--- src/hw/rtl/cksa_pkg.sv ---
package cksa_pkg;

  // Frame geometry and accumulator format
  localparam int FRAME_WIDTH  = 320;
  localparam int FRAME_HEIGHT = 240;
  localparam int CHANNEL_BITS = 20;

  localparam int NPIX   = FRAME_WIDTH * FRAME_HEIGHT;
  localparam int ADDR_W = $clog2(NPIX);
  localparam int WORD_W = 3 * CHANNEL_BITS;

  // Input word fields
  localparam int POS_W   = 16;
  localparam int COLOR_W = 13;
  localparam int CRD_W   = 12;   // rounded pixel coordinate, signed
  localparam int CMP_W   = 14;   // coordinate compare width, signed

  // Shared multiplier operands
  localparam int MUL_A_W = (CHANNEL_BITS > 2 * COLOR_W) ? CHANNEL_BITS : 2 * COLOR_W;
  localparam int MUL_B_W = 13;
  localparam int MUL_P_W = MUL_A_W + MUL_B_W;

  // Rounded kernel contribution, Q.12
  localparam int ADD_W = 15;
  localparam int RND_SHIFT = 20;
  localparam int BYTE_SHIFT = 12;

  localparam logic [MUL_B_W-1:0] K_CENTER   = MUL_B_W'(218);
  localparam logic [MUL_B_W-1:0] K_SIDE     = MUL_B_W'(77);
  localparam logic [MUL_B_W-1:0] BYTE_SCALE = MUL_B_W'(255);

  localparam logic [CHANNEL_BITS-1:0] ACC_MAX = '1;

  // Kernel taps
  localparam int NUM_TAPS = 5;
  localparam int TAP_BITS = 3;
  localparam logic [TAP_BITS-1:0] TAP_CENTER = TAP_BITS'(0);
  localparam logic [TAP_BITS-1:0] TAP_RIGHT  = TAP_BITS'(1);
  localparam logic [TAP_BITS-1:0] TAP_LEFT   = TAP_BITS'(2);
  localparam logic [TAP_BITS-1:0] TAP_DOWN   = TAP_BITS'(3);
  localparam logic [TAP_BITS-1:0] TAP_UP     = TAP_BITS'(4);
  localparam logic [TAP_BITS-1:0] TAP_LAST   = TAP_BITS'(NUM_TAPS - 1);

  typedef enum logic [1:0] {
    CMD_SPLAT = 2'd0,
    CMD_WRITE = 2'd1,
    CMD_READ  = 2'd2,
    CMD_NOP   = 2'd3
  } cmd_t;

  typedef enum logic [3:0] {
    S_IDLE,
    S_ADDR,
    S_WAIT,
    S_CW,
    S_KW,
    S_TAP_RD,
    S_TAP_WR,
    S_WRITE,
    S_RD,
    S_RD_MUL,
    S_DRAIN,
    S_DONE
  } state_t;

  // Destination of the multiplier result in the cycle after issue
  typedef enum logic [2:0] {
    WB_NONE,
    WB_BASE,
    WB_CW,
    WB_ADD,
    WB_BYTE
  } wb_t;

  typedef struct packed {
    logic              we;
    logic              re;
    logic [ADDR_W-1:0] addr;
    logic [WORD_W-1:0] wdata;
  } mem_req_t;

  // floor(pos / 64 + 1/2) on a Q9.6 value
  function automatic logic signed [CRD_W-1:0] round_pos(input logic [POS_W-1:0] raw);
    logic [POS_W:0] biased;
    biased = {1'b0, ~raw[POS_W-1], raw[POS_W-2:0]} + (POS_W+1)'(32);
    return $signed({1'b0, biased[POS_W:6]}) - CRD_W'(512);
  endfunction

  function automatic logic signed [CRD_W-1:0] tap_dx(input logic [TAP_BITS-1:0] t);
    logic signed [CRD_W-1:0] d;
    case (t)
      TAP_RIGHT: d = CRD_W'(1);
      TAP_LEFT:  d = -CRD_W'(1);
      default:   d = '0;
    endcase
    return d;
  endfunction

  function automatic logic signed [CRD_W-1:0] tap_dy(input logic [TAP_BITS-1:0] t);
    logic signed [CRD_W-1:0] d;
    case (t)
      TAP_DOWN: d = CRD_W'(1);
      TAP_UP:   d = -CRD_W'(1);
      default:  d = '0;
    endcase
    return d;
  endfunction

  // Address step of a tap, modulo the address width
  function automatic logic [ADDR_W-1:0] tap_ofs(input logic [TAP_BITS-1:0] t);
    logic [ADDR_W-1:0] d;
    case (t)
      TAP_RIGHT: d = ADDR_W'(1);
      TAP_LEFT:  d = '1;
      TAP_DOWN:  d = ADDR_W'(FRAME_WIDTH);
      TAP_UP:    d = ADDR_W'(0) - ADDR_W'(FRAME_WIDTH);
      default:   d = '0;
    endcase
    return d;
  endfunction

  function automatic logic in_frame(input logic signed [CRD_W-1:0] x,
                                    input logic signed [CRD_W-1:0] y);
    logic signed [CMP_W-1:0] xe;
    logic signed [CMP_W-1:0] ye;
    xe = CMP_W'(x);
    ye = CMP_W'(y);
    return (xe >= 0) && (ye >= 0) &&
           (xe < CMP_W'(FRAME_WIDTH)) && (ye < CMP_W'(FRAME_HEIGHT));
  endfunction

endpackage

--- src/hw/rtl/cksa_mul.sv ---
module cksa_mul
  import cksa_pkg::*;
(
  input  logic               clk,
  input  logic [MUL_A_W-1:0] a,
  input  logic [MUL_B_W-1:0] b,
  output logic [MUL_P_W-1:0] p
);

  // Register the product; the sequencer picks it up in the following cycle
  always_ff @(posedge clk) begin
    p <= {{MUL_B_W{1'b0}}, a} * {{MUL_A_W{1'b0}}, b};
  end

endmodule

--- config.mk ---
export PLATFORM = sky130hd
export DESIGN_NAME = cksa_mul
export DESIGN_NICKNAME = d
export VERILOG_FILES = /design/src/hw/rtl/cksa_pkg.sv /design/src/hw/rtl/cksa_mul.sv
export SDC_FILE = /design/constraint.sdc
export NUM_CORES = 1
export LEC_CHECK = 0
export ABC_AREA = 0
export ABC_CLOCK_PERIOD_IN_PS = 5950
export BUFFER_PORTS_ARGS = -buffer_cell sky130_fd_sc_hd__buf_2
export CORE_UTILIZATION = 59
export CTS_BUF_LIST = sky130_fd_sc_hd__clkbuf_2 sky130_fd_sc_hd__clkbuf_4 sky130_fd_sc_hd__clkbuf_8
export CTS_CLUSTER_DIAMETER = 150
export DETAILED_ROUTE_END_ITERATION = 6
export PLACE_DENSITY_LB_ADDON = 0.2
export SLEW_MARGIN = 20
export SYNTH_ARGS = -nofsm -noshare
export SYNTH_HDL_FRONTEND = slang
export SYNTH_SLANG_ARGS = --single-unit
--- constraint.sdc ---
create_clock -name clk -period 5.95 [get_ports clk]
set_input_delay 1.19 -clock clk [delete_from_list [all_inputs] [get_ports clk]]
set_output_delay 1.19 -clock clk [all_outputs]
set_load 0.01 [all_outputs]
; After elaboration in Yosys (flattened, before gate mapping)
; Cells that the tools add are included.
[totals]
output_inout_bits = 39
regBits = 39
inputBits = 40
wordCells = 2
[classes]
multipliers = 1
[ops]
columns = op, n
row1 = 26-bit by 13-bit multiplier with 39-bit output, 1

; Depth between registers and ports, before layout
[depth]
word_depth = 1
ltp_mapped = 22
mapped_depth_nobuf = 19

; Worst setup path after synthesis
; No wires, ideal clock.
[synth_timing]
kind = in2reg
start = input port b[4]
end = register p[38]
path_buffers = 2
required_ps = 5855
setup_time_ps = 95
setup_slack_ps = -343
cell_stages = 19
t_arrival_ps = 6198
path_cell_list = clkbuf_1 > clkbuf_1 > nand2_1 > fa_1 > fa_1 > fa_1 > inv_1 > fa_1 > inv_1 > fa_1 > inv_1 > ha_1 > and3_1 > nor2b_2 > and4_1 > o31a_1 > o221a_1 > or2_1 > o311ai_1
[synth_between]
elab_chain_cells = 1
[synth_lines]
columns = element, line
row1 = from (decl), cksa_mul.sv:6  ; input logic [MUL_B_W-1:0] b,
row2 = 26-bit by 13-bit multiplier with 39-bit output, cksa_mul.sv:12  ; p <= {{MUL_B_W{1'b0}}, a} * {{MUL_A_W{1'b0}}, b};
row3 = to (signal assigned), cksa_mul.sv:12
row4 = to (decl), cksa_mul.sv:7  ; output logic [MUL_P_W-1:0] p
; Every way passes these cells.

; Worst setup path in the final report
[layout_timing]
start = input port a[5]
end = register p[38]
[layout_between]
elab_chain_cells = 1
[layout_lines]
columns = element, line
row1 = from (decl), cksa_mul.sv:5  ; input logic [MUL_A_W-1:0] a,
row2 = 26-bit by 13-bit multiplier with 39-bit output, cksa_mul.sv:12
; Every way passes these cells.

==> metrics.md <==
| Metric | Value |
|---|---|
| Global-route wire length before repair | 47900 um |
| Routed Antenna Nets | 0 |
| Die W | 143 um |
| Most flops, register | p |
| Fmax | 0.169 GHz |
| Yosys warns | 0 |
| Status | completed |
| Worst Path Arrival | 6.13 ns |
| Crit Path Max Fanout | 8 |
| GPL Wtd Cong | 0.912 |
| Fin nets | 1914 |
| Most common cell on crit path | fa_1 |
| Synth cell count leaders | inv_1 (293), fa_1 (264), nand2_1 (221), and2_1 (139), ha_1 (84) |
| Number of flops mapped to enable cells by yosys | 0 |
| Synth Instances | 1328 |
| I/O Pins | 79 |
| Most instantiated library cell after synthesis | inv_1 |
| Worst slew pin tran | 0.380 ns |
| Number of global-route vias before repair | 10300 |
| Mean Syn Cell Area | 8.78 um2 |
| WL/cell | 16.2 um |
| Fin. Hold Viols | 0 |
| Post-synthesis sequential area ratio | 6.70% |
| Syn Std Cell Area | 11700 um2 |
| Htree depth | 2 |
| Clk buf depth | 2 |
| Post-synth net total | 1716 |
| Post-synth cell types | 58 |
| Slew Viols, Final | 0 |
| Num CTS Buffers | 5 |
| Worst-path clk slew | 0.08 ns |
| Die area | 20300 um2 |
| Worst min path class | primary input to register |
| Tot GR Track Use | 30.5% |
| Initial Utilization | 60.1% |
| Initial antenna violation count | 0 |
| Pin count of the biggest net entering global routing | 20 |
| Vias | 9540 |
| Worst setup EP type | register |
| Die Y-Extent | 143 um |
| Fin worst setup slack | 0.0303 ns |
| Crit Path Class | primary input to register |
| Crit path largest cell delay | 0.63 ns |
| Max-cap violations | 0 |
| Max FFs per register | 39 |
| Critical path data required time | 6.16 ns |
| Synth async-reset ratio | 0% |
| DP HPWL | 24700 um |
| Leading area contributor after synthesis | fa_1 |
| Hold Crit Start | a[0] |
| Clk sink count | 39 |
| Largest cells by area after synthesis | fa_1 (45%), inv_1 (9.4%), ha_1 (9.0%), and2_1 (7.5%), nand2_1 (7.1%) |
| Drt drc | 0 |
| Final TNS setup | 0 ns |
| Main synth FF type | dfxtp_1 |
| Core area | 19400 um2 |
| Final WL | 29000 um |
| Tcrit/Tclk final | 99.5% |
| CP Cell Sequence | buf_8 -> buf_6 -> and2_4 -> fa_1 -> fa_2 -> fa_1 -> fa_1 -> inv_2 -> fa_1 -> inv_2 -> ha_4 -> o21ai_4 -> nor2_1 -> a22o_1 -> o31a_1 -> o221a_1 -> or2_1 -> o311ai_2 |
| Hold_buf cts | 0 |
| Grt ovf | 0 |
| CP max stage cell | fa_2 |
| Row count | 51 |
| DRT iter0 DRCs | 370 |
| Drt first pass iters | 6 |
| Diodes inserted | 0 |
| Largest regs | p x39 |
| Synth top area share | 45.3% |
| Final setup violation count | 0 |
| Number of I/O port buffers | 78 |
| Tmin final | 5.92 ns |
| Routed vias/inst | 5.32 |
| Pre-CTS setup slack | -0.456 ns |
| Synthesized flop and latch total | 39 |
| Rel. slew slack | 74.0% |
| CTS tree | done |
| Critical path origin | a[5] |
| Share of cells above drive strength 1 | 23.2% |
| RSZ-0062 raised after global routing | true |
| CTS root buffer | clkbuf_8 |
| Area delta synth->final | 22.0% |
| CP Launch Type | primary input |
kinds of logic after synthesis:
family	share of synthesized area, %
buffers and inverters	11.9
adder cells (fa/ha/maj)	54.3
AO/OA/AOI/OAI	7.17
XOR/XNOR	2.25
flip-flops	6.70
AND/OR/NAND/NOR	17.7
area by class of cell:
| type | count | area, um2 |
|---|---|---|
| clock buffer | 6 | 76.3 |
| fill | 1477 | 5170 |
| timing repair buffer | 261 | 2070 |
| tap | 265 | 332 |
| multi-input combinational | 926 | 9810 |
| sequential | 39 | 781 |
| clock inverter | 2 | 60.1 |
| inverter | 293 | 1100 |
layout by cell type (no fill, tap or decap), types with 13 or more instances in the layout:
| cell type | count |
|---|---|
| fa_1 | 250 |
| buf_2 | 52 |
| a21o_1 | 20 |
| fa_2 | 14 |
| and2_4 | 14 |
| inv_1 | 280 |
| buf_4 | 175 |
| inv_2 | 13 |
| o21ai_0 | 17 |
| dfxtp_1 | 39 |
| xnor2_1 | 19 |
| nor2_1 | 14 |
| ha_1 | 73 |
| nand2_1 | 218 |
| a21oi_1 | 29 |
| buf_6 | 13 |
| and2_1 | 125 |
repair_timing:
| action | in CTS | in global routing |
|---|---|---|
| pin swaps | 2 | 58 |
| endpoints found under the setup margin | 3 | 12 |
| setup buffers | 0 | 10 |
| cloned | 0 | 0 |
| gates resized for setup | 10 | 131 |
stage by stage:
step	instance area [um2]	std cells	util, %	hold WS (ns)
final	14200	1792	73.3	1.30
after global routing	14200	1792	73.3	1.31
after CTS	13700	1784	70.8	1.28
after detailed placement	13600	1776	70.0	1.58
after global placement	13600	1776	70.0	1.58
after floorplan	11900	1328	-	1.31
metal layers:
layer	share of wire [%]	track usage (%)
met3	4.1	3.10
met5	0	0
met1	37	34.7
met2	55	58.0
met4	4.6	12.7
worst paths after layout:
| check | to | slack [ns] | cells past startpoint |
|---|---|---|---|
| hold / removal | p[0]$_DFF_P_ | 1.30 | 2 |
| setup / recovery | p[38]$_DFF_P_ | 0.03 | 18 |
critical path: cells and delay by family:
| kind | cells | cell delay [ns] |
|---|---|---|
| adder cells (fa/ha/maj) | 6 | 2.87 |
| AO/OA/AOI/OAI | 5 | 1.22 |
| AND/OR/NAND/NOR | 3 | 0.50 |
| buffers and inverters | 4 | 0.33 |
Power is left out: the tool's default activity adds up to more than one toggle a clock period on the data nets, which glitch-free logic cannot reach.
